`config.mk`:
```
export PLATFORM = sky130hd
export DESIGN_NAME = dnd_back
export DESIGN_NICKNAME = d
export VERILOG_FILES = /design/src/dnd_pkg.sv /design/src/dnd_back.sv
export SDC_FILE = /design/constraint.sdc
export NUM_CORES = 1
export LEC_CHECK = 0
export ABC_AREA = 1
export BUFFER_PORTS_ARGS = -buffer_cell sky130_fd_sc_hd__buf_2
export CAP_MARGIN = 40
export CORE_MARGIN = 2
export CORE_UTILIZATION = 30
export DETAILED_ROUTE_END_ITERATION = 8
export GPL_ROUTABILITY_DRIVEN = 0
export GPL_TIMING_DRIVEN = 0
export HOLD_SLACK_MARGIN = 0.12
export PLACE_DENSITY = 0.44
export SLEW_MARGIN = 40
export SYNTH_ARGS = -nofsm -noshare
export SYNTH_HDL_FRONTEND = slang
export SYNTH_SLANG_ARGS = --single-unit
```
`constraint.sdc`:
```
create_clock -name clk -period 14.3 [get_ports clk]
set_input_delay 0 -clock clk [delete_from_list [all_inputs] [get_ports clk]]
set_output_delay 0 -clock clk [all_outputs]
set_load 0.02 [all_outputs]
```
`src/dnd_pkg.sv`:
```
// Package for the DNS name decompressor: sizes, codes, transaction payload
// types and the back-end state encoding. Depends on nothing.
`default_nettype none

package dnd_pkg;

  localparam int PACKET_BYTES   = 2048;
  localparam int MAX_JUMPS      = 12;
  localparam int MAX_NAME_CHARS = 255;

  localparam int ADDR_W  = $clog2(PACKET_BYTES);
  localparam int LEN_W   = ADDR_W + 1;
  localparam int CUR_W   = 14;
  localparam int JMP_W   = $clog2(MAX_JUMPS + 2);
  localparam int NCH_W   = $clog2(MAX_NAME_CHARS + 1);
  localparam int FIFO_DEPTH = 4;
  localparam int FIFO_AW    = $clog2(FIFO_DEPTH);

  localparam logic [7:0] PTR_MASK = 8'hC0;
  localparam logic [7:0] OFS_MASK = 8'h3F;
  localparam logic [7:0] DOT_CHAR = 8'h2E;

  typedef enum logic {
    OP_LOAD   = 1'b0,
    OP_DECODE = 1'b1
  } op_t;

  typedef enum logic [1:0] {
    ST_OK     = 2'd0,
    ST_BOUNDS = 2'd1,
    ST_JUMPS  = 2'd2,
    ST_LONG   = 2'd3
  } status_t;

  typedef struct packed {
    logic        op;
    logic [7:0]  byte_value;
    logic        last_byte;
    logic [10:0] start_pos;
  } req_t;

  typedef struct packed {
    logic [63:0] text_chunk;
    logic [3:0]  chunk_chars;
    logic        last;
    logic [1:0]  status;
    logic [10:0] end_pos;
  } res_t;

  typedef struct packed {
    logic              decode;
    logic [ADDR_W-1:0] waddr;
    logic [7:0]        data;
    logic [10:0]       start;
    logic [LEN_W-1:0]  plen;
  } cmd_t;

  typedef enum logic [2:0] {
    BK_IDLE,
    BK_FETCH,
    BK_LEN,
    BK_PTR,
    BK_DOT,
    BK_CADDR,
    BK_CDATA,
    BK_SEND
  } back_state_t;

endpackage

`default_nettype wire

```
`src/dnd_back.sv`:
```
// Back end: stores packet bytes and walks labels and compression pointers,
// gathering name text into result transactions. Depends on dnd_pkg.
`default_nettype none

module dnd_back (
  input  wire logic                       clk,
  input  wire logic                       rst,
  input  wire logic                       cmd_valid,
  input  wire dnd_pkg::cmd_t              cmd,
  output logic                            cmd_pop,
  output logic                            ram_we,
  output logic [dnd_pkg::ADDR_W-1:0]      ram_waddr,
  output logic [7:0]                      ram_wdata,
  output logic [dnd_pkg::ADDR_W-1:0]      ram_raddr,
  input  wire logic [7:0]                 ram_rdata,
  output logic                            res_valid,
  input  wire logic                       res_ready,
  output dnd_pkg::res_t                   res
);

  localparam int CMP_W = dnd_pkg::CUR_W + 1;

  dnd_pkg::back_state_t state, state_next, ret_state, ret_state_next;

  logic [dnd_pkg::CUR_W-1:0] cursor, cursor_next;
  logic [dnd_pkg::LEN_W-1:0] endp, endp_next;
  logic                      taken, taken_next;
  logic [dnd_pkg::JMP_W-1:0] jumps, jumps_next;
  logic                      labels_any, labels_any_next;
  logic [63:0]               acc, acc_next;
  logic [2:0]                count, count_next;
  logic [dnd_pkg::NCH_W-1:0] nchars, nchars_next;
  logic [dnd_pkg::LEN_W-1:0] pos, pos_next;
  logic [7:0]                rem, rem_next;
  logic [5:0]                hi, hi_next;
  logic [dnd_pkg::LEN_W-1:0] plen, plen_next;
  dnd_pkg::res_t             pend, pend_next;
  dnd_pkg::res_t             out_reg, out_next;
  logic                      out_valid, out_valid_next;

  logic                      start_out, is_zero, is_ptr, ptr_trunc, label_over;
  logic                      jump_over, target_out, label_end_out, too_long, chunk_full;
  logic                      slot_free;
  logic [dnd_pkg::CUR_W-1:0] target;
  logic [7:0]                ch;
  logic [63:0]               acc_new;
  logic [CMP_W-1:0]          cur_ext, plen_ext;

  function automatic dnd_pkg::res_t fail_res(dnd_pkg::status_t st);
    dnd_pkg::res_t r;
    r             = '0;
    r.last        = 1'b1;
    r.status      = st;
    return r;
  endfunction

  assign cur_ext       = CMP_W'(cursor);
  assign plen_ext      = CMP_W'(plen);
  assign start_out     = CMP_W'(cmd.start) >= CMP_W'(cmd.plen);
  assign is_zero       = (ram_rdata == 8'h00);
  assign is_ptr        = ((ram_rdata & dnd_pkg::PTR_MASK) == dnd_pkg::PTR_MASK);
  assign ptr_trunc     = (cur_ext + CMP_W'(1)) >= plen_ext;
  assign label_over    = (cur_ext + CMP_W'(1) + CMP_W'(ram_rdata)) > plen_ext;
  assign target        = {hi, ram_rdata};
  assign jump_over     = (jumps == dnd_pkg::JMP_W'(dnd_pkg::MAX_JUMPS));
  assign target_out    = CMP_W'(target) >= plen_ext;
  assign label_end_out = pos >= plen;
  assign too_long      = nchars >= dnd_pkg::NCH_W'(dnd_pkg::MAX_NAME_CHARS);
  assign chunk_full    = (count == 3'd7);
  assign ch            = (state == dnd_pkg::BK_DOT) ? dnd_pkg::DOT_CHAR : ram_rdata;
  assign acc_new       = acc | (64'(ch) << {count, 3'b000});
  assign slot_free     = !out_valid || res_ready;

  assign res_valid = out_valid;
  assign res       = out_reg;

  always_comb begin
    state_next = state;
    case (state)
      dnd_pkg::BK_IDLE: begin
        if (cmd_valid && cmd.decode) begin
          state_next = start_out ? dnd_pkg::BK_SEND : dnd_pkg::BK_FETCH;
        end
      end
      dnd_pkg::BK_FETCH: state_next = dnd_pkg::BK_LEN;
      dnd_pkg::BK_LEN: begin
        if (is_zero) begin
          state_next = dnd_pkg::BK_SEND;
        end else if (is_ptr) begin
          state_next = ptr_trunc ? dnd_pkg::BK_SEND : dnd_pkg::BK_PTR;
        end else if (label_over) begin
          state_next = dnd_pkg::BK_SEND;
        end else begin
          state_next = labels_any ? dnd_pkg::BK_DOT : dnd_pkg::BK_CADDR;
        end
      end
      dnd_pkg::BK_PTR: begin
        state_next = (jump_over || target_out) ? dnd_pkg::BK_SEND : dnd_pkg::BK_FETCH;
      end
      dnd_pkg::BK_DOT, dnd_pkg::BK_CDATA: begin
        state_next = (too_long || chunk_full) ? dnd_pkg::BK_SEND : dnd_pkg::BK_CADDR;
      end
      dnd_pkg::BK_CADDR: begin
        if (rem == 8'd0) begin
          state_next = label_end_out ? dnd_pkg::BK_SEND : dnd_pkg::BK_FETCH;
        end else begin
          state_next = dnd_pkg::BK_CDATA;
        end
      end
      dnd_pkg::BK_SEND: begin
        if (slot_free) begin
          state_next = ret_state;
        end
      end
      default: state_next = dnd_pkg::BK_IDLE;
    endcase
  end

  always_comb begin
    ret_state_next  = ret_state;
    cursor_next     = cursor;
    endp_next       = endp;
    taken_next      = taken;
    jumps_next      = jumps;
    labels_any_next = labels_any;
    acc_next        = acc;
    count_next      = count;
    nchars_next     = nchars;
    pos_next        = pos;
    rem_next        = rem;
    hi_next         = hi;
    plen_next       = plen;
    pend_next       = pend;
    out_next        = out_reg;
    out_valid_next  = out_valid && !res_ready;
    cmd_pop         = 1'b0;
    ram_we          = 1'b0;
    ram_waddr       = cmd.waddr;
    ram_wdata       = cmd.data;
    ram_raddr       = cursor[dnd_pkg::ADDR_W-1:0];
    case (state)
      dnd_pkg::BK_IDLE: begin
        cmd_pop = cmd_valid;
        if (cmd_valid) begin
          if (!cmd.decode) begin
            ram_we = 1'b1;
          end else begin
            plen_next       = cmd.plen;
            cursor_next     = dnd_pkg::CUR_W'(cmd.start);
            endp_next       = dnd_pkg::LEN_W'(cmd.start);
            taken_next      = 1'b0;
            jumps_next      = '0;
            labels_any_next = 1'b0;
            acc_next        = '0;
            count_next      = '0;
            nchars_next     = '0;
            pend_next       = fail_res(dnd_pkg::ST_BOUNDS);
            ret_state_next  = dnd_pkg::BK_IDLE;
          end
        end
      end
      dnd_pkg::BK_FETCH: begin
        ram_raddr = cursor[dnd_pkg::ADDR_W-1:0];
      end
      dnd_pkg::BK_LEN: begin
        ret_state_next = dnd_pkg::BK_IDLE;
        if (is_zero) begin
          pend_next.text_chunk  = acc;
          pend_next.chunk_chars = {1'b0, count};
          pend_next.last        = 1'b1;
          pend_next.status      = dnd_pkg::ST_OK;
          pend_next.end_pos     = taken ? endp[10:0] : 11'(cursor + dnd_pkg::CUR_W'(1));
        end else if (is_ptr) begin
          pend_next = fail_res(dnd_pkg::ST_BOUNDS);
          hi_next   = ram_rdata[5:0] & dnd_pkg::OFS_MASK[5:0];
          ram_raddr = dnd_pkg::ADDR_W'(cursor + dnd_pkg::CUR_W'(1));
        end else begin
          pend_next       = fail_res(dnd_pkg::ST_BOUNDS);
          rem_next        = ram_rdata;
          pos_next        = dnd_pkg::LEN_W'(cursor + dnd_pkg::CUR_W'(1));
          labels_any_next = label_over ? labels_any : 1'b1;
        end
      end
      dnd_pkg::BK_PTR: begin
        ret_state_next = dnd_pkg::BK_IDLE;
        if (!taken) begin
          endp_next  = dnd_pkg::LEN_W'(cursor + dnd_pkg::CUR_W'(2));
          taken_next = 1'b1;
        end
        jumps_next  = jumps + dnd_pkg::JMP_W'(1);
        cursor_next = target;
        pend_next   = jump_over ? fail_res(dnd_pkg::ST_JUMPS) : fail_res(dnd_pkg::ST_BOUNDS);
      end
      dnd_pkg::BK_DOT, dnd_pkg::BK_CDATA: begin
        if (too_long) begin
          pend_next      = fail_res(dnd_pkg::ST_LONG);
          ret_state_next = dnd_pkg::BK_IDLE;
        end else begin
          nchars_next = nchars + dnd_pkg::NCH_W'(1);
          if (state == dnd_pkg::BK_CDATA) begin
            pos_next = pos + dnd_pkg::LEN_W'(1);
            rem_next = rem - 8'd1;
          end
          if (chunk_full) begin
            pend_next             = '0;
            pend_next.text_chunk  = acc_new;
            pend_next.chunk_chars = 4'd8;
            pend_next.status      = dnd_pkg::ST_OK;
            acc_next              = '0;
            count_next            = '0;
            ret_state_next        = dnd_pkg::BK_CADDR;
          end else begin
            acc_next   = acc_new;
            count_next = count + 3'd1;
          end
        end
      end
      dnd_pkg::BK_CADDR: begin
        ram_raddr = pos[dnd_pkg::ADDR_W-1:0];
        if (rem == 8'd0) begin
          cursor_next    = dnd_pkg::CUR_W'(pos);
          endp_next      = taken ? endp : pos;
          pend_next      = fail_res(dnd_pkg::ST_BOUNDS);
          ret_state_next = dnd_pkg::BK_IDLE;
        end
      end
      dnd_pkg::BK_SEND: begin
        if (slot_free) begin
          out_next       = pend;
          out_valid_next = 1'b1;
        end
      end
      default: begin
        ret_state_next = dnd_pkg::BK_IDLE;
      end
    endcase
  end

  always_ff @(posedge clk) begin
    if (rst) begin
      state     <= dnd_pkg::BK_IDLE;
      ret_state <= dnd_pkg::BK_IDLE;
      out_valid <= 1'b0;
    end else begin
      state     <= state_next;
      ret_state <= ret_state_next;
      out_valid <= out_valid_next;
    end
  end

  always_ff @(posedge clk) begin
    cursor     <= cursor_next;
    endp       <= endp_next;
    taken      <= taken_next;
    jumps      <= jumps_next;
    labels_any <= labels_any_next;
    acc        <= acc_next;
    count      <= count_next;
    nchars     <= nchars_next;
    pos        <= pos_next;
    rem        <= rem_next;
    hi         <= hi_next;
    plen       <= plen_next;
    pend       <= pend_next;
    out_reg    <= out_next;
  end

endmodule

`default_nettype wire

```
; Word level (Yosys, flattened, before mapping)
; Index checks and enable logic that the tools add are counted.
[word_totals]
register_bits = 315
word_cells = 177
output_inout_bits = 115
in_bits = 55
[classes]
n_eq_ne = 23
order_cmp = 6
reduce_logical = 31
bitwise_logic = 2
n_shift = 1
mux = 80
add_sub_neg = 9
[ops]
columns = cell, n
row1 = $mux W82, 6
row2 = $pmux W82 S5, 1
row3 = $mux W64, 4
row4 = $pmux W64 S2, 1
row5 = $mux W11, 8
row6 = $mux W8, 8
row7 = $or A64 B64 Y64, 1
row8 = $shl A8 B6 Y64, 1
row9 = $mux W12, 4
row10 = $mux W3, 16
row11 = $mux W14, 3
row12 = $pmux W14 S3, 1
row13 = $pmux W11 S3, 1
row14 = $pmux W8 S2, 2
row15 = $add A12 B1 Y12 const B, 2
row16 = $ne A2 B2 Y1 const B, 12
row17 = $pmux W12 S2, 1
row18 = $pmux W11 S2, 1
row19 = $pmux W3 S7, 1
row20 = $logic_not A8 Y1, 2
row21 = $add A14 B1 Y15 const B, 1
row22 = $add A15 B8 Y15, 1
row23 = $eq A3 B3 Y1 const B, 5
row24 = $ge A15 B12 Y1, 1
row25 = other kinds (38), 68

; Longest topological paths before layout
; Gate-level depths: netlist (run 1).
[logic_depth]
ltp_word = 7
mapped_depth = 31
mapped_depth_nobuf = 31

; Worst setup path before layout (run 1)
; OpenSTA, ideal clock, no wires.
[synth_timing]
path_type = register -> register
start = reg state[2]
end = reg acc[0], enable pin
required_time_ps = 13767
path_buffers = 1
path_stages_with_launch = 7
synth_period_minus_slack_ps = 5503
setup_ps = 533
path_slack_ps = 8797
t_arrival_ps = 4970
cell_sequence = dfxtp_1 -> buf_2 -> nor3_1 -> inv_1 -> nor2_1 -> nand2_1 -> a21oi_1
[synth_between]
elab_chain_cells = 4
[synth_lines]
columns = item, line
row1 = start: declaration, dnd_back.sv:23  ; dnd_pkg::back_state_t state, state_next, ret_state, ret_state_next;
row2 = start signal: assignment, dnd_back.sv:241  ; state <= dnd_pkg::BK_IDLE;
row3 = start signal: assignment, dnd_back.sv:245  ; state <= state_next;
row4 = $eq A3 B3 Y1, dnd_back.sv:141  ; case (state)
row5 = $reduce_or A2 Y1, dnd_back.sv:141
row6 = $ne A2 B2 Y1 (no line) / $reduce_bool A2 Y1 (equally long branches), -
row7 = $reduce_and A4 Y1 (no line) (*), -
row8 = end signal: assignment, dnd_back.sv:257  ; acc <= acc_next;
row9 = end: declaration, dnd_back.sv:30  ; logic [63:0] acc, acc_next;
; Mark *: on every way between the ends. The rest lies on a longest branch, timed or not.
; A chain may end at the register's enable or synchronous reset.

; Worst setup path after layout (run 1)
[layout_timing]
start = reg cursor[0] in the netlist's numbering
end = reg labels_any, enable pin
[layout_between]
elab_chain_cells = 5
[layout_lines]
columns = item, line
row1 = start: declaration, dnd_back.sv:25  ; logic [dnd_pkg::CUR_W-1:0] cursor, cursor_next;
row2 = start signal: assignment, dnd_back.sv:252  ; cursor <= cursor_next;
row3 = $add A14 B1 Y15, dnd_back.sv:63  ; assign label_over = (cur_ext + CMP_W'(1) + CMP_W'(ram_rdata)) > plen_ext;
row4 = $add A15 B8 Y15, dnd_back.sv:63
row5 = $gt A15 B12 Y1, dnd_back.sv:63
row6 = $ne A2 B2 Y1 (no line), -
row7 = $reduce_and A6 Y1 (no line), -
row8 = end signal: assignment, dnd_back.sv:256  ; labels_any <= labels_any_next;
row9 = end: declaration, dnd_back.sv:29  ; logic labels_any, labels_any_next;
; Every way passes these cells.

==> results.yml, run 1 <==
global_route:
  antenna_found_initial: 0
  grt_pass1_vias: 11190
  overflow: 0
  grt_max_degree: 45
  grt_pass1_wl_um: 66500
  grtUsageTotal_pct: 16.51
clock_tree:
  clock_path_buffers: 3
  postCtsHoldBufs: 36
  h-tree-depth: 2
  post_cts_buffers: 0
  clk_pin_slew_worst_paths_ns: 0.06
  cts_root_buf: "clkbuf_16"
  clock_latency_ns: 0.56
  cts_tree: "built"
  cts_buffers: 39
  cts-resized-gates: 0
  cts_sinks: 313
layout:
  fill_cells: 5166
  drive_above_1_share_pct: 16.05
  antennaDiodeCount: 0
  fin_nets: 1867
  area_delta_synth_final_pct: 22.53
floorplan:
  core_area_sq_um: 51090
  dieHeight_um: 231.1
  die_x_um: 231.1
  start_util_pct: 30.27
  ios: 170
  rows: 83
  die_area_sq_um: 53390
timing:
  tightest_slew_ns: 0.8001
  rsz0062_at_grt: "false"
  fin_crit_sh_pct: 36.32
  slew_violations: 0
  hold_violations: 0
  slew_headroom_pct: 46.66
  min_period_ns: 5.193
  finalSetupTns_ns: 0
  setup_viol: 0
  finClkSkew_ns: 0.01894
  timing.fmax_mhz: 192.6
  holdWs_ns: 0.1617
routing:
  drt_iter0_markers: 747
  dr.pass1.iters: 5
  routedWlPerCell_um: 18.08
  vias: 11400
  wirelength_um: 44060
  drc: 0
  via_per_inst: 4.679
  final_antenna_net_count: 0
setup_path:
  reg2reg_from: "cursor[0]"
  path_class: "reg -> reg"
  critPathArrivalTime_ns: 5.46
  cp.required_ns: 14.57
  cpMostUsedCell: "a21oi_1"
  end_kind: "register"
  crit_path_top_delay_cell: "edfxtp_1"
  rr_endpoint: "labels_any"
  crit_fanout: 9
  worstRegToRegCells: 20
  crit_chain: "inv_1, o21ai_0, inv_1, ha_1, a21oi_1, nand2_1, a21oi_1, nor2_4, xor2_1, ha_1, a21oi_1, o21ai_0, a21oi_1, nand2_1, a21oi_1, nand2_1, nor2_1, nand2_1, nand2_2, o21a_1"
  start_kind: "register"
  reg2reg_slack_ns: 9.11
  cp_slowest_stage_delay_ns: 0.72
synthesis:
  ys_types: 46
  dominantRegCellSynth: "edfxtp_1"
  synth_top_area_share_pct: 59.80
  syn_nets: 1624
  synthArstFlopShare_pct: 0
  syn_area_sq_um: 15470
  ys_ff_latch: 313
  synth_top_area_cell: "edfxtp_1"
  synth.most_common_cell: "edfxtp_1"
  synth.top_cells.by_area: "edfxtp_1, ha_1, nand2_1"
  yosys_warnings: 0
  synthCells: 1487
  synth_seq_area_share_pct: 60.44
  syn_area_per_cell_sq_um: 10.40
  synth_edf_count: 308
  synthTopCellsByCount: "edfxtp_1, nand2_1, inv_1"
placed_design:
  dp_hpwl_um: 33370
  port_buffers: 150
min_path:
  hold_path.class: "in -> reg"
  min-delay-start: "cmd[2]"
  holdPathStages: 2
  hold_path_end: "plen[2]"
pwr:
  power.share.clock_pct: 26.2
  power_frac_seq_pct: 41.8
  intPower_mw: 2.399
  p_sw_share_pct: 36.58
  power_frac_comb_pct: 32.1
  irDropWorstVdd_uv: 128.3
  power_density_nw_per_um2: 199.6
  p_leak_nw: 7.796
  netSwitchingPower_mw: 1.384
run_status:
  status: "finished, final reports clean"
job:
  drv_cap: 0
-- metal layers --
metal  GRT usage, %  part of all wire [%]  vias to the layer above
li1               -                     -                     5599
met1          22.50                    46                     5424
met2          27.05                    46                      304
met3          2.375                   4.6                       75
met4          5.363                   2.6                        0
met5              0                     0                        -
-- state kept, by name (all words and copies together), names as in the netlist, 4 cells and up --
register	cells
rem	8
res	82
cursor	14
hi	6
endp	11
acc	64
pos	12
plen	12
pend	82
nchars	8
jumps	4
-- critical path: cells and delay by family (launching register included) --
family                     cells  cell delay, ns
buffers and inverters          2            0.59
adders and majority gates      2            0.64
AOI/OAI and AO/OA              8            2.05
xor gates and xnor gates       1            0.16
and+or+nand+nor                7            0.72
DFF                            1            0.72
-- worst max-delay path by stage --
stage / to / slack, ns / from
finish: labels_any / 9.11 / cursor[0]
global route: labels_any / 8.75 / cursor[0]
CTS: labels_any / 9.07 / cursor[0]
detailed placement: labels_any / 9.09 / cursor[0]
global placement: acc[23] / 6.43 / state[2]
floorplan: acc[0] / 8.80 / state[2]
-- through the flow --
stage | instance area [sq um] | instances | util (%) | power [mW] | worst slack (ns)
floorplan | 15470 | 1487 | - | 2.357 | 8.797
global placement | 17070 | 2317 | 33.41 | 2.779 | 6.428
detailed placement | 17320 | 2333 | 33.91 | 2.809 | 9.090
CTS | 18950 | 2437 | 37.09 | 3.827 | 9.075
global route | 18950 | 2437 | 37.09 | 4.034 | 8.748
finish | 18950 | 2437 | 37.09 | 3.783 | 9.107
-- final cells by class --
cell class / count / area (sq um) / area share (%)
sequential: 313 / 9349 / 49.33
multi-input combinational: 882 / 4984 / 26.30
timing repair buffer: 202 / 1323 / 6.978
clock buffer: 45 / 998.5 / 5.268
inverter: 226 / 853.3 / 4.503
tap: 680 / 850.8 / 4.489
buffer: 66 / 325.3 / 1.717
clock inverter: 23 / 269.0 / 1.419
-- logic make-up (layout without fill, tap and decap cells) --
family / count (synthesis) / in the layout / synth area share (%)
AND/OR/NAND/NOR: 495 / 495 / 13.87
flip-flops: 313 / 313 / 60.44
buffers and inverters: 292 / 562 / 7.588
AO/OA/AOI/OAI: 279 / 279 / 9.942
adder cells (fa/ha/maj): 82 / 82 / 6.682
XOR/XNOR: 26 / 26 / 1.472
-- power by group through the flow --
stage                     Clock (mW)  Combinational [mW]  Sequential (mW)
after CTS                       1.02                1.23             1.58
after floorplan                    0               0.773             1.58
after detailed placement           0                1.21             1.60
after global routing            1.05                1.37             1.62
final                          0.990                1.21             1.58
after global placement             0                1.14             1.64
-- placed cells by master (no fill, tap or decap), types with 21 or more instances in the layout --
cell and instances:
ha_1 81, a21oi_1 85, o22ai_1 33, xor2_1 21
nand2_1 220, nor2_1 151, o21ai_0 122, clkbuf_1 47
inv_1 217, nand3_1 61, edfxtp_1 308, buf_2 160
clkbuf_16 39, dlygate4sd3_1 36
Power figures use the tool's default switching activity.
==> run 2, diff against run 1 <==
==> constraint.sdc (replaced) <==
create_clock -name clk -period 4.9 [get_ports clk]
set_input_delay 0 -clock clk [delete_from_list [all_inputs] [get_ports clk]]
set_output_delay 0 -clock clk [all_outputs]
set_load 0.02 [all_outputs]
==> run 2 against run 1 <==
Wire length about the same; final area barely moved; highest routed layer unchanged; clock power increased to 2.7 times the previous value; flip-flop and latch count unchanged; power increased to 2.9 times the previous value; critical endpoint unchanged; sequential share of layout area hardly changed; global-route usage about the same; utilization barely moved; final cell count grew 0.25%; register-to-register slack worse by 8.7 ns; hold slack improved by 0.011 ns; largest cell class unchanged; critical path depth increased by 5.
==> results.yml, run 2 (synthesis results as in run 1) <==
run_status:
  status: "finished, final reports clean"
placed_design:
  post-place-cells: 2333
  dp_hpwl_um: 33130
  port_buffers: 150
setup_path:
  end_kind: "register"
  crit_fanout: 4
  cp.required_ns: 5.17
  start_kind: "register"
  worstRegToRegCells: 25
  critPathArrivalTime_ns: 4.81
  path_class: "reg -> reg"
timing:
  timing.fmax_mhz: 220.3
  tightest_slew_ns: 0.8037
  rsz0062_at_grt: "false"
  finalSetupTns_ns: 0
  slew_headroom_pct: 46.42
  fin_crit_sh_pct: 92.65
  min_period_ns: 4.540
  finClkSkew_ns: 0.01604
  holdWs_ns: 0.1731
  slew_violations: 0
  setup_viol: 0
  hold_violations: 0
global_route:
  grt_pass1_wl_um: 66860
  antenna_found_initial: 0
  overflow: 0
  grt_max_degree: 44
  grt_pass1_vias: 11320
  grtUsageTotal_pct: 16.50
routing:
  drc: 0
  final_antenna_net_count: 0
  via_per_inst: 4.654
  vias: 11370
  dr.pass1.iters: 5
  routedWlPerCell_um: 18.03
  wirelength_um: 44050
  drt_iter0_markers: 626
floorplan:
  die_x_um: 231.1
  core_area_sq_um: 51090
  ios: 170
  dieHeight_um: 231.1
  start_util_pct: 30.27
  die_area_sq_um: 53390
  rows: 83
clock_tree:
  cts_sinks: 313
  clock_path_buffers: 3
  clock_latency_ns: 0.56
  clk_pin_slew_worst_paths_ns: 0.06
  cts_buffers: 38
  cts_root_buf: "clkbuf_16"
  h-tree-depth: 2
  cts_tree: "built"
pwr:
  irDropWorstVdd_uv: 294.8
  power_density_nw_per_um2: 575.4
  p_leak_nw: 7.788
layout:
  antennaDiodeCount: 0
  fill_cells: 5138
  layout_commonest_cell: "edfxtp_1"
  layout_common_cells: "edfxtp_1, nand2_1, inv_1"
  fin_nets: 1871
  instances_no_fill: 2443
  area_delta_synth_final_pct: 22.48
  drive_above_1_share_pct: 16.22
  final_core_util_pct: 37.08
min_path:
  hold_path.class: "in -> reg"
  holdPathStages: 2
job:
  drv_cap: 0
## run 2: path summary, 6_finish.rpt
path / end / slack [ns] / start
worst max-delay path: labels_any / 0.36 / cursor[2]
worst min register to register: res[24] / 0.42 / pend[24]
worst max register to register: labels_any / 0.36 / cursor[2]
worst min-delay path: plen[10] / 0.17 / cmd[10]
## run 2: timing repair
action | in CTS | in global routing
hold buffers | 37 | 0
pin swaps | 0 | 1
endpoints found under the hold margin | 62 | 0
setup endpoints to repair | 3 | 3
buffers inserted | 3 | 1
gates resized for setup | 2 | 6
## run 2: final cells by class
cell class | instances | area (sq um) | area share, %
Buffer | 66 | 325.3 | 1.717
Tap cell | 680 | 850.8 | 4.491
Clock inverter | 20 | 157.7 | 0.8322
Timing Repair Buffer | 207 | 1381 | 7.291
Inverter | 226 | 853.3 | 4.504
Clock buffer | 49 | 1013 | 5.350
Sequential cell | 313 | 9349 | 49.35
Multi-Input combinational cell | 882 | 5014 | 26.46
## run 2: power breakdown
part,internal (mW),total [mW],switching (mW)
Sequential,4.23,4.59,0.362
Clock,1.57,2.70,1.13
Combinational,1.07,3.61,2.54
## run 2: worst max-delay path, stage by stage (launching register included)
cell and delay [ns]:
edfxtp_1 0.43, ha_1 0.21, nand2_1 0.13, nor2_4 0.19, inv_1 0.07, nor3_2 0.14, inv_1 0.10, o21ai_2 0.22
inv_1 0.17, ha_1 0.35, a21oi_1 0.14, o21ai_0 0.11, a21oi_2 0.23, nor2_4 0.08, xor2_1 0.15, ha_1 0.28
a21oi_1 0.12, o21ai_0 0.12, a21oi_2 0.20, nand2_1 0.10, a21oi_2 0.19, nand2_1 0.07, nor2_1 0.08, nand2_1 0.13
nand2_2 0.11, o21a_1 0.13
## run 2: through the flow
stage | worst slack (ns) | power (mW) | cell area, sq um
after floorplan | 0.2207 | 6.863 | 15470
after global placement | -1.931 | 8.079 | 17070
after detailed placement | -0.2950 | 8.216 | 17340
after CTS | 0.03365 | 11.00 | 18910
after global routing | 0.01267 | 11.64 | 18940
final | 0.3600 | 10.90 | 18940
## run 2: per-layer routing
layer | share of wire (%) | global-route usage, %
met5 | 0 | 0
met4 | 2.7 | 5.605
met3 | 4.7 | 2.387
met2 | 46 | 27.13
met1 | 46 | 22.29
